--- config.mk ---
export PLATFORM = sky130hd
export DESIGN_NAME = message_color_code_interpreter_core_flat
export DESIGN_NICKNAME = d
export VERILOG_FILES = /design/src/rtl/core/mcci_pkg.sv /design/src/rtl/core/mcci_if.sv /design/src/rtl/core/message_color_code_interpreter_core.sv /design/src/flat_wrapper.sv
export SDC_FILE = /design/constraint.sdc
export NUM_CORES = 1
export LEC_CHECK = 0
export ABC_AREA = 1
export BUFFER_PORTS_ARGS = -buffer_cell sky130_fd_sc_hd__buf_2
export CAP_MARGIN = 20
export CORE_ASPECT_RATIO = 1.5
export CORE_MARGIN = 5
export CORE_UTILIZATION = 40
export CTS_BUF_LIST = sky130_fd_sc_hd__clkbuf_4 sky130_fd_sc_hd__clkbuf_8
export CTS_CLUSTER_SIZE = 25
export DETAILED_ROUTE_END_ITERATION = 7
export GPL_TIMING_DRIVEN = 0
export SYNTH_ARGS = -nofsm -noshare
export SYNTH_HDL_FRONTEND = slang
export SYNTH_SLANG_ARGS = --single-unit
--- constraint.sdc ---
create_clock -name clk_i -period 2.3 [get_ports clk_i]
set_clock_uncertainty 0.15 [all_clocks]
set_input_delay 0.46 -clock clk_i [delete_from_list [all_inputs] [get_ports clk_i]]
set_output_delay 0.46 -clock clk_i [all_outputs]
set_load 0.01 [all_outputs]
--- src/rtl/core/mcci_pkg.sv ---
// Types and constants of the message color code interpreter.
// Used by the core and its checker; no dependencies.
`default_nettype none

package mcci_pkg;

  localparam int unsigned CFG_ADDR_W = 3;
  localparam int unsigned CFG_DATA_W = 32;

  // Register indexes on the configuration port
  localparam logic REG_GRAPHICS_MODE   = 1'b0;
  localparam logic REG_CONSOLE_ENABLED = 1'b1;

  typedef enum logic [1:0] {
    KIND_START = 2'd0,
    KIND_DATA  = 2'd1,
    KIND_END   = 2'd2
  } kind_e;

  typedef enum logic [2:0] {
    ACT_NONE   = 3'd0,
    ACT_SCREEN = 3'd1,
    ACT_SERIAL = 3'd2,
    ACT_CLEAR  = 3'd3,
    ACT_TEXT   = 3'd4,
    ACT_NAME   = 3'd5,
    ACT_IMAGE  = 3'd6
  } action_e;

  typedef enum logic [2:0] {
    ST_NORMAL = 3'd0,
    ST_BG     = 3'd1,
    ST_FG     = 3'd2,
    ST_NAME   = 3'd3,
    ST_STOP   = 3'd4
  } state_e;

  // Control bytes of the message stream
  localparam logic [7:0] BYTE_EOF   = 8'h1A;
  localparam logic [7:0] BYTE_COLOR = 8'h0F;
  localparam logic [7:0] BYTE_CR    = 8'h0D;
  localparam logic [7:0] BYTE_CLS   = 8'h0C;
  localparam logic [7:0] BYTE_TEXT  = 8'h19;
  localparam logic [7:0] BYTE_IMAGE = 8'h18;
  localparam logic [7:0] BYTE_LF    = 8'h0A;
  localparam logic [7:0] BYTE_SPACE = 8'h20;
  // Mode bytes 0x10-0x17 share this upper part
  localparam logic [4:0] MODE_PREFIX = 5'b00010;

  // Hex digit characters
  localparam logic [7:0] CHAR_ZERO  = 8'h30;
  localparam logic [7:0] CHAR_NINE  = 8'h39;
  localparam logic [7:0] CHAR_LO_A  = 8'h61;
  localparam logic [7:0] CHAR_LO_F  = 8'h66;
  localparam logic [7:0] CHAR_UP_A  = 8'h41;
  localparam logic [7:0] CHAR_UP_F  = 8'h46;
  localparam logic [3:0] LETTER_ADJ = 4'd9;

  localparam logic [7:0] ATTR_DEFAULT = 8'h07;
  localparam logic [2:0] MASK_ALL     = 3'h7;
  localparam int unsigned MASK_SERIAL = 2;

endpackage

`default_nettype wire

--- src/rtl/core/mcci_if.sv ---
// Valid/ready channel interfaces of the message color code interpreter.
// The input channel carries one stream event, the output channel one result.
`default_nettype none

interface mcci_in_if;
  logic       valid;
  logic       ready;
  logic [1:0] kind;
  logic [7:0] byte_in;

  modport source (output valid, output kind, output byte_in, input ready);
  modport sink   (input valid, input kind, input byte_in, output ready);
endinterface

interface mcci_out_if;
  logic       valid;
  logic       ready;
  logic [2:0] action;
  logic [7:0] char_out;
  logic [7:0] attribute_out;
  logic [7:0] name_length;

  modport source (output valid, output action, output char_out, output attribute_out,
                  output name_length, input ready);
  modport sink   (input valid, input action, input char_out, input attribute_out,
                  input name_length, output ready);
endinterface

`default_nettype wire

--- src/rtl/core/message_color_code_interpreter_core.sv ---
// Message color code interpreter. Takes one message stream event per transfer on
// msg_in_i (start of file, data byte, end of file) and returns exactly one result
// per event on res_out_o: an action code, the character involved, the current text
// attribute and the image-name length. Throughput is one event per clock cycle
// while the output is not stalled; each event passes through the input register,
// then the decode logic, into the result register. The decode state, attribute,
// display mask and name count live in small registers updated as each event
// leaves the input register, so consecutive events chain without bubbles. A
// stalled output holds the result register; the input register still takes one
// more event. Configuration (graphics_mode at 0x0, console_enabled at 0x4) is to
// be written over the APB port while the block is idle; the user is bound by this,
// the block itself does not enforce it. pready is tied high.
`default_nettype none

module message_color_code_interpreter_core #(
  parameter int unsigned NAME_BYTES = 128
) (
  input  logic                            clk_i,
  input  logic                            rst_ni,
  mcci_in_if.sink                         msg_in_i,
  mcci_out_if.source                      res_out_o,
  input  logic                            psel,
  input  logic                            penable,
  input  logic                            pwrite,
  input  logic [mcci_pkg::CFG_ADDR_W-1:0] paddr,
  input  logic [mcci_pkg::CFG_DATA_W-1:0] pwdata,
  output logic [mcci_pkg::CFG_DATA_W-1:0] prdata,
  output logic                            pready
);
  import mcci_pkg::*;

  localparam logic [7:0] NameMax = 8'(NAME_BYTES);

  // Hex digit decode: {is_hex, value}
  function automatic logic [4:0] hex_decode(input logic [7:0] c);
    logic is_digit;
    logic is_lower;
    logic is_upper;
    is_digit = (c >= CHAR_ZERO) && (c <= CHAR_NINE);
    is_lower = (c >= CHAR_LO_A) && (c <= CHAR_LO_F);
    is_upper = (c >= CHAR_UP_A) && (c <= CHAR_UP_F);
    if (is_digit) begin
      return {1'b1, c[3:0]};
    end else if (is_lower || is_upper) begin
      return {1'b1, 4'(c[3:0] + LETTER_ADJ)};
    end
    return 5'b0;
  endfunction

  // Configuration registers
  logic graphics_q;
  logic console_q;
  logic cfg_wr;

  assign cfg_wr = psel && penable && pwrite;
  assign pready = 1'b1;

  always_ff @(posedge clk_i or negedge rst_ni) begin
    if (!rst_ni) begin
      graphics_q <= 1'b0;
      console_q  <= 1'b1;
    end else if (cfg_wr) begin
      if (paddr[2] == REG_GRAPHICS_MODE) begin
        graphics_q <= pwdata[0];
      end else begin
        console_q <= pwdata[0];
      end
    end
  end

  always_comb begin
    unique case (paddr[2])
      REG_GRAPHICS_MODE:   prdata = {{(CFG_DATA_W-1){1'b0}}, graphics_q};
      REG_CONSOLE_ENABLED: prdata = {{(CFG_DATA_W-1){1'b0}}, console_q};
      default:             prdata = '0;
    endcase
  end

  // Input register and pipeline control
  logic       in_valid_q;
  logic [1:0] kind_q;
  logic [7:0] byte_q;
  logic       out_valid_q;
  logic       advance;

  assign advance        = in_valid_q && (!out_valid_q || res_out_o.ready);
  assign msg_in_i.ready = !in_valid_q || advance;

  always_ff @(posedge clk_i or negedge rst_ni) begin
    if (!rst_ni) begin
      in_valid_q <= 1'b0;
    end else if (msg_in_i.ready) begin
      in_valid_q <= msg_in_i.valid;
    end
  end

  always_ff @(posedge clk_i) begin
    if (msg_in_i.valid && msg_in_i.ready) begin
      kind_q <= msg_in_i.kind;
      byte_q <= msg_in_i.byte_in;
    end
  end

  // Interpreter state
  state_e     state_q, state_d;
  logic [7:0] attr_q, attr_d;
  logic [2:0] mask_q, mask_d;
  logic [7:0] count_q, count_d;

  logic [4:0] hex;
  logic       sel_bit;
  logic       is_data;
  logic       is_mode;

  assign hex     = hex_decode(byte_q);
  assign sel_bit = graphics_q ? mask_q[1] : mask_q[0];
  assign is_data = (kind_q == KIND_DATA) && (state_q != ST_STOP);
  assign is_mode = (byte_q[7:3] == MODE_PREFIX);

  // Next decode state
  always_comb begin
    state_d = state_q;
    if (kind_q == KIND_START) begin
      state_d = ST_NORMAL;
    end else if (kind_q == KIND_END) begin
      state_d = ST_STOP;
    end else if (is_data) begin
      if (byte_q == BYTE_EOF) begin
        state_d = ST_STOP;
      end else begin
        unique case (state_q)
          ST_BG:   state_d = hex[4] ? ST_FG : ST_NORMAL;
          ST_FG:   state_d = ST_NORMAL;
          ST_NAME: state_d = (byte_q == BYTE_LF) ? ST_NORMAL : ST_NAME;
          default: begin
            if (byte_q == BYTE_COLOR) begin
              state_d = ST_BG;
            end else if (byte_q == BYTE_IMAGE) begin
              state_d = ST_NAME;
            end else begin
              state_d = ST_NORMAL;
            end
          end
        endcase
      end
    end
  end

  // Actions and data-path updates
  action_e    act;
  logic [7:0] ch;

  always_comb begin
    act     = ACT_NONE;
    ch      = '0;
    attr_d  = attr_q;
    mask_d  = mask_q;
    count_d = count_q;
    if (kind_q == KIND_START) begin
      attr_d  = ATTR_DEFAULT;
      mask_d  = MASK_ALL;
      count_d = '0;
    end else if (kind_q == KIND_END) begin
      mask_d = MASK_ALL;
    end else if (is_data) begin
      if (byte_q == BYTE_EOF) begin
        mask_d = MASK_ALL;
      end else begin
        unique case (state_q)
          ST_BG: begin
            if (!hex[4]) begin
              attr_d = ATTR_DEFAULT;
            end else if (sel_bit) begin
              attr_d = {hex[3:0], 4'h0};
            end
          end
          ST_FG: begin
            if (!hex[4]) begin
              attr_d = ATTR_DEFAULT;
            end else if (sel_bit) begin
              attr_d = attr_q | {4'h0, hex[3:0]};
            end
          end
          ST_NAME: begin
            if (byte_q == BYTE_LF) begin
              act = ACT_IMAGE;
            end else if ((byte_q > BYTE_SPACE) && (count_q < NameMax)) begin
              count_d = count_q + 8'd1;
              ch      = byte_q;
              act     = ACT_NAME;
            end
          end
          default: begin
            if (is_mode) begin
              mask_d = byte_q[2:0];
            end else if (byte_q == BYTE_CLS) begin
              act = ACT_CLEAR;
            end else if (byte_q == BYTE_TEXT) begin
              act = ACT_TEXT;
            end else if (byte_q == BYTE_IMAGE) begin
              count_d = '0;
            end else if ((byte_q == BYTE_COLOR) || (byte_q == BYTE_CR)) begin
              act = ACT_NONE;
            end else if (sel_bit && console_q) begin
              act = ACT_SCREEN;
              ch  = byte_q;
            end else if (mask_q[MASK_SERIAL]) begin
              act = ACT_SERIAL;
              ch  = byte_q;
            end
          end
        endcase
      end
    end
  end

  always_ff @(posedge clk_i or negedge rst_ni) begin
    if (!rst_ni) begin
      state_q <= ST_NORMAL;
      attr_q  <= ATTR_DEFAULT;
      mask_q  <= MASK_ALL;
      count_q <= '0;
    end else if (advance) begin
      state_q <= state_d;
      attr_q  <= attr_d;
      mask_q  <= mask_d;
      count_q <= count_d;
    end
  end

  // Result register: hold while the sink stalls
  logic [2:0] act_q;
  logic [7:0] ch_q;
  logic [7:0] attr_out_q;
  logic [7:0] len_q;

  always_ff @(posedge clk_i or negedge rst_ni) begin
    if (!rst_ni) begin
      out_valid_q <= 1'b0;
    end else if (advance) begin
      out_valid_q <= 1'b1;
    end else if (res_out_o.ready) begin
      out_valid_q <= 1'b0;
    end
  end

  always_ff @(posedge clk_i) begin
    if (advance) begin
      act_q      <= act;
      ch_q       <= ch;
      attr_out_q <= attr_d;
      len_q      <= count_d;
    end
  end

  assign res_out_o.valid         = out_valid_q;
  assign res_out_o.action        = act_q;
  assign res_out_o.char_out      = ch_q;
  assign res_out_o.attribute_out = attr_out_q;
  assign res_out_o.name_length   = len_q;

endmodule

`default_nettype wire

--- src/flat_wrapper.sv ---
// flat-port wrapper written by rule: the top's interface ports become plain ports
module message_color_code_interpreter_core_flat import mcci_pkg::*;
#(
  parameter int unsigned NAME_BYTES = 128
)
  (clk_i, rst_ni, psel, penable, pwrite, paddr, pwdata, prdata, pready, msg_in_i_valid, msg_in_i_kind, msg_in_i_byte_in, msg_in_i_ready, res_out_o_valid, res_out_o_action, res_out_o_char_out, res_out_o_attribute_out, res_out_o_name_length, res_out_o_ready);
  mcci_in_if msg_in_i_i ();
  mcci_out_if res_out_o_i ();
  input  logic clk_i;
  input  logic rst_ni;
  input  logic psel;
  input  logic penable;
  input  logic pwrite;
  input  logic [mcci_pkg::CFG_ADDR_W-1:0] paddr;
  input  logic [mcci_pkg::CFG_DATA_W-1:0] pwdata;
  output logic [mcci_pkg::CFG_DATA_W-1:0] prdata;
  output logic pready;
  input wire logic [$bits(msg_in_i_i.valid)-1:0] msg_in_i_valid;
  input wire logic [$bits(msg_in_i_i.kind)-1:0] msg_in_i_kind;
  input wire logic [$bits(msg_in_i_i.byte_in)-1:0] msg_in_i_byte_in;
  output wire logic [$bits(msg_in_i_i.ready)-1:0] msg_in_i_ready;
  output wire logic [$bits(res_out_o_i.valid)-1:0] res_out_o_valid;
  output wire logic [$bits(res_out_o_i.action)-1:0] res_out_o_action;
  output wire logic [$bits(res_out_o_i.char_out)-1:0] res_out_o_char_out;
  output wire logic [$bits(res_out_o_i.attribute_out)-1:0] res_out_o_attribute_out;
  output wire logic [$bits(res_out_o_i.name_length)-1:0] res_out_o_name_length;
  input wire logic [$bits(res_out_o_i.ready)-1:0] res_out_o_ready;
  assign msg_in_i_i.valid = msg_in_i_valid;
  assign msg_in_i_i.kind = msg_in_i_kind;
  assign msg_in_i_i.byte_in = msg_in_i_byte_in;
  assign msg_in_i_ready = msg_in_i_i.ready;
  assign res_out_o_valid = res_out_o_i.valid;
  assign res_out_o_action = res_out_o_i.action;
  assign res_out_o_char_out = res_out_o_i.char_out;
  assign res_out_o_attribute_out = res_out_o_i.attribute_out;
  assign res_out_o_name_length = res_out_o_i.name_length;
  assign res_out_o_i.ready = res_out_o_ready;
  message_color_code_interpreter_core #(.NAME_BYTES(NAME_BYTES)) u_core (.clk_i(clk_i), .rst_ni(rst_ni), .msg_in_i(msg_in_i_i), .res_out_o(res_out_o_i), .psel(psel), .penable(penable), .pwrite(pwrite), .paddr(paddr), .pwdata(pwdata), .prdata(prdata), .pready(pready));
endmodule
==> results of run 1 <==
[sequential cells by signal, summed over array words and instances (netlist names)]
name	cells
u_core.byte_q	8
u_core.count_q	8
u_core.state_q	3
u_core.res_out_o.char_out	8
u_core.res_out_o.valid	1
u_core.in_valid_q	1
u_core.res_out_o.action	3
u_core.mask_q	3
u_core.console_q	1
u_core.attr_q	8
u_core.graphics_q	1
u_core.res_out_o.name_length	8
u_core.kind_q	2
u_core.res_out_o.attribute_out	8
[power by group]
group          internal [W]  switching [W]  leakage, nW
sequential          0.00144      0.0000963        0.692
combinational      0.000344       0.000689         1.45
clock              0.000498       0.000418        0.101
total               0.00228        0.00120         2.24
[cell families (layout without fill, tap and decap cells)]
logic type | after synthesis | after routing | synth area share
fa+ha+maj | 5 | 5 | 0.0166
xor+xnor | 2 | 2 | 0.00466
compound gates | 54 | 54 | 0.0891
buf+inv | 96 | 165 | 0.131
flops | 63 | 63 | 0.471
simple gates | 230 | 230 | 0.286
other cells | 2 | 32 | 0.00200
[layout make-up]
class	count	area [um2]	area share
Multi-Input combinational cell	323	1630	0.363
Inverter	58	218	0.0483
Sequential cell	63	1770	0.393
Buffer	38	277	0.0614
Clock inverter	1	5.00	0.00111
Timing Repair Buffer	53	280	0.0622
Tap cell	112	140	0.0311
Clock buffer	15	181	0.0403
[worst reg2reg max path, cell delays in order (launching register included)]
cell,delay [ns]
edfxtp_1,0.44
inv_2,0.13
ha_1,0.18
inv_1,0.07
nand2_1,0.06
nand2_1,0.06
nand2_2,0.10
nand2_2,0.12
nand2_4,0.14
nand2_1,0.12
nor2_4,0.14
nand2_1,0.09
a21oi_1,0.14
[worst paths after layout]
check / start / end / slack, ns / cells past startpoint
min in group asynchronous: rst_ni / u_core.count_q[3] / 0.53 / 2
min: paddr[2] / u_core.console_q / 0.13 / 2
max reg2reg: u_core.byte_q[1] / u_core.res_out_o.attribute_out[4] / 0.21 / 12
min reg2reg: u_core.attr_q[0] / u_core.attr_q[0] / 0.32 / 2
max in group asynchronous: rst_ni / u_core.attr_q[5] / 1.04 / 2
max: u_core.byte_q[1] / u_core.res_out_o.attribute_out[4] / 0.21 / 12
[cells in the final DEF, fill, tap and decap left out, types with 2 or more instances in the layout]
master / n
a31oi_1: 4
dfrtp_1: 19
buf_4: 37
edfxtp_1: 37
o21ai_0: 12
nand2_1: 118
o21ai_1: 3
nor3_1: 13
nor2_1: 24
a21oi_1: 21
nand3_1: 40
nand4_1: 5
nand2_2: 7
dfstp_2: 7
and3_1: 4
a21oi_2: 2
inv_2: 10
nand2_4: 3
o22ai_1: 2
nand3_2: 3
clkbuf_4: 4
inv_1: 47
and2_1: 4
o21bai_1: 4
buf_2: 50
nor2_2: 3
clkbuf_8: 11
clkbuf_1: 2
nor2_4: 3
o21ai_2: 2
conb_1: 32
ha_1: 4
[synthesized netlist by cell type (all sizes together), types with 7 or more instances]
master,number,area [um2]
a21oi,24,139
dfstp,7,184
buf,36,267
nor3,13,65.1
inv,57,214
nand3,44,248
o21ai,17,92.6
dfrtp,19,475
edfxtp,37,1110
nand2,128,520
nor2,31,155
[routing by layer]
metal  track usage  part of all wire  vias up
met5             0                 0        -
met4        0.0920             0.026        0
met2         0.280              0.53       94
met3        0.0320             0.047       16
li1              -                 -     1601
met1         0.182              0.40     1398
[timing repair]
| action | in CTS | in global routing |
|---|---|---|
| setup buffers | 0 | 4 |
| endpoints found under the hold margin | 1 | 0 |
| endpoints found under the setup margin | 6 | 49 |
| gates cloned | 0 | 0 |
| resized for setup | 2 | 5 |
| hold buffers | 1 | 0 |
[through the flow]
step	cell area, um2	total power [W]	util
after floorplan	3870	0.00228	-
after global placement	4260	0.00256	0.460
after detailed placement	4260	0.00258	0.460
after CTS	4450	0.00351	0.481
after global routing	4500	0.00371	0.487
final	4500	0.00349	0.487
==> results.md, run 1 <==
- CTS Buf Count: 9
- GRT Total Usage: 0.162
- Buffers on Ports: between 40 and 50
- Hold WS: approximately 0.13 ns
- DRC Markers: 0
- GR Overflow Total: 0
- Starting density of the core: 0.407
- Clock buffer depth: 2
- Site row count: between 40 and 50
- Seq cells post-synth: between 60 and 70
- CTS sink count: 63
- Via count: approximately 3100
- Pre-CTS WS: -0.109 ns
- Async set-reset flop share out of synthesis: 0.413
- Layout Nets: between 600 and 700
- Setup TNS: 0 ns
- Non-Filler Instances: between 600 and 700
- Hold Path Class: in2reg
- Root Driver: clkbuf_8
- IO Pins: between 100 and 150
- DP Cell Count: around 640
- Period utilization: 0.910
- H-tree Lvls: 3
- Synth Warn #: 0
- CTS tree: yes
- Antenna violations before repair: 0
- Critical path cell sequence: inv_2, ha_1, inv_1, nand2_1, nand2_1, nand2_2, nand2_2, nand2_4, nand2_1, nor2_4, nand2_1, a21oi_1
- Clock transition at path regs: approximately 0.070 ns
- Min Tclk post-route: ~2.1 ns
- Slew @ Worst Pin: 0.653 ns
- Required @ worst endpoint: 2.33 ns
- Slowest stage delay, CP: around 0.44 ns
- DR iter-0 viols: around 160
- GPL Wtd Cong: between 0.9 and 1
- Crit path kind: reg2reg
- Max-Cap Viols: 0
- First-pass GRT wire length: between 10 and 15 mm
- Max Freq: between 400 and 500 MHz
- Max-slew headroom: 0.565
- Top fanout value on the critical path: 8
- Cells after Synth: between 400 and 500
- CP Capture Type: flop
- CORE AREA: 9250 um2
- Vias in the first global route: 3116
- Critical Path AT: 2.13 ns
- Clk_lat worst skew: 0.35 ns
- Mapped Avg Cell Area: 8.32 um2
- Leak: 2.24 nW
- Routed len/inst: 12.8 um
- Chip width: between 80 and 90 um
- Buf/Inv on CP: 2
- Run status: completed
- CP top delay family: simple AND/OR/NAND/NOR gates
- Post-DP HPWL: approximately 6.6 mm
- Seq/Total Area, Yosys: 0.471
- Die height: roughly 130 um
- PwrDens: around 770 nW/um2
- Area growth syn-to-layout: 19.7%
- Startpoint Class: flop
- DR vias/cell: about 4.7
- Routed WL: roughly 8.5 mm
- Post-synthesis cell area: approximately 3800 um2
- Worst path slowest cell: edfxtp_1
- Most Frequent Cell on Critical Path: nand2_1
- Setup Viol. Count Final: 0
- Drt pass-1 iters: 6
- Layout cells sized above 1: 0.270
- Setup WS post-layout: ~0.21 ns
- Slew Limit Fails: 0
- Largest net degree at the start of global routing: 37
- Yosys cell types: 41
- Fillers: 901
- EDFF count, synth: 37
- Final hold vios: 0
- Final ANT Viol Nets: 0
- Worst vdd ir: 337 uV
- # diodes: 0
- Predominant post-synthesis flop cell: edfxtp_1
- DIE AREA: between 10000 and 15000 um2
Note: power is estimated with default switching activity, not from simulation.
==> run 2, diff against run 1 <==
RECOVER_POWER = 50   (was default)
==> run 2 against run 1 <==
Compared with the run above: flip-flop and latch count stayed put; global-route usage stayed put; fmax decreased by 0.10%; count of clock-buffer cells in the layout is the same; final area down 0.78%; final cell count stayed put; sequential share of layout area rose by 0.31 points; non-clock buffer count unchanged; setup slack lost 0.0022 ns.
==> results.md, run 2 (synthesis results as in run 1) <==
- Hold Path Class: in2reg
- DR vias/cell: around 4.7
- Top fanout value on the critical path: 8
- Source of the critical timing path: u_core.byte_q[1]
- Routed len/inst: ~13 um
- Slew @ Worst Pin: between 0.7 and 0.8 ns
- Max-slew headroom: 0.506
- CTS Buf Count: 9
- Clock transition at path regs: approximately 0.07 ns
- GRT Total Usage: 0.162
- Run status: completed
- DP Cell Count: around 640
- Site row count: 43
- Critical Path Sink: u_core.res_out_o.attribute_out[4]
- Max Freq: 477 MHz
- # diodes: 0
- Startpoint Class: flop
- Root Driver: clkbuf_8
- Critical Path AT: 2.13 ns
- Chip width: between 80 and 90 um
- Total power: approximately 0.0035 W
- Via count: just over 3000
- Clk_lat worst skew: around 0.35 ns
- DIE AREA: 11500 um2
- Drt pass-1 iters: 4
- DRC Markers: 0
- Routed WL: about 8.5 mm
- Most Frequent Cell on Critical Path: nand2_1
- CTS tree: yes
- CP top delay family: simple AND/OR/NAND/NOR gates
- Antenna violations before repair: 0
- Most frequent cells in the layout: nand2_1, inv_1, nand3_1
- Vias in the first global route: 3116
- Setup WS post-layout: about 0.21 ns
- CP Capture Type: flop
- Worst path slowest cell: edfxtp_1
- Commonest non-fill, non-tap cell in the layout: nand2_1
- Slowest stage delay, CP: roughly 0.44 ns
- PwrDens: between 700 and 800 nW/um2
- FF-to-FF End: u_core.res_out_o.attribute_out[4]
- Layout Nets: between 600 and 700
- R2R cell count: 12
- Die height: 129 um
- Critical path cell sequence: inv_2, ha_1, inv_1, nand2_1, nand2_1, nand2_2, nand2_2, nand2_4, nand2_1, nor2_4, nand2_1, a21oi_1
- Required @ worst endpoint: about 2.3 ns
- Final core occ: 0.483
- GR Overflow Total: 0
- Starting density of the core: 0.407
- Crit path kind: reg2reg
- Final hold vios: 0
- Pre-CTS WS: -0.109 ns
- CORE AREA: ~9000 um2
- Crit path depth: 12
- Buffers on Ports: 48
- R2R Setup Slk: 0.21 ns
- Leak: between 2 and 2.5 nW
- Final ANT Viol Nets: 0
- Largest net degree at the start of global routing: 37
- GPL Wtd Cong: about 0.91
- Non-Filler Instances: between 600 and 700
- Worst r2r src: u_core.byte_q[1]
- Buf/Inv on CP: 2
- Worst vdd ir: around 330 uV
- Slew Limit Fails: 0
- Clock buffer depth: 2
- Setup TNS: 0 ns
- Max-Cap Viols: 0
- First-pass GRT wire length: around 14 mm
- IO Pins: 114
- CTS sink count: 63
- Layout cells sized above 1: 0.218
- Period utilization: 0.911
- Setup Viol. Count Final: 0
- Area growth syn-to-layout: 18.8%
- H-tree Lvls: 3
- Min Tclk post-route: roughly 2.1 ns
- DR iter-0 viols: around 140
- Post-DP HPWL: 6.58 mm
-- run 2: metal layers --
| layer | wire, um | global-route usage | part of all wire | up-vias |
|---|---|---|---|---|
| li1 | - | - | - | 1601 |
| met1 | 3440 | 0.182 | 0.40 | 1382 |
| met2 | 4440 | 0.280 | 0.52 | 87 |
| met3 | 428 | 0.0320 | 0.050 | 18 |
| met4 | 235 | 0.0920 | 0.028 | 0 |
| met5 | 0 | 0 | 0 | - |
-- run 2: worst register-to-register path, cell delays in order, from the launching register on --
cell      delay [ns]
edfxtp_1        0.44
inv_2           0.13
ha_1            0.18
inv_1           0.07
nand2_1         0.06
nand2_1         0.06
nand2_2         0.10
nand2_2         0.12
nand2_4         0.14
nand2_1         0.12
nor2_4          0.14
nand2_1         0.09
a21oi_1         0.14
-- run 2: through the flow --
step           area [um2]  hold slack, ns
3_5_place_dp         4260           0.314
5_1_grt              4470           0.110
2_1_floorplan        3870          0.0144
4_1_cts              4450           0.110
6_report             4470           0.133
3_3_place_gp         4260           0.307
-- run 2: cell type report --
class	instances	area (um2)
fill	915	4780
sequential	63	1770
multi-input combinational	323	1630
buffer	38	277
timing repair buffer	53	245
inverter	58	218
clock buffer	15	181
tap	112	140
clock inverter	1	5.00
-- run 2: timing repair --
action	CTS	global route
hold buffers	1	0
gates resized for setup	2	5
hold endpoints to repair	1	0
endpoints found under the setup margin	6	49
buffers inserted	0	4
-- run 2: worst min path at each step --
stage                                   start               end  slack [ns]  cells after the start
final                     msg_in_i_byte_in[7]  u_core.byte_q[7]        0.13                      1
after CTS                 msg_in_i_byte_in[6]  u_core.byte_q[6]        0.11                      1
after global routing      msg_in_i_byte_in[7]  u_core.byte_q[7]        0.11                      1
after detailed placement     u_core.attr_q[0]  u_core.attr_q[0]        0.31                      2
after floorplan                        rst_ni  u_core.attr_q[3]        0.01                      0
after global placement       u_core.attr_q[0]  u_core.attr_q[0]        0.31                      2
-- run 2: where the power goes --
part	switching [W]	leakage, nW	internal (W)	total (W)
Clock	0.000417	0.101	0.000498	0.000915
Combinational	0.000689	1.36	0.000325	0.00101
Sequential	0.0000984	0.692	0.00144	0.00154
Total	0.00121	2.15	0.00226	0.00347
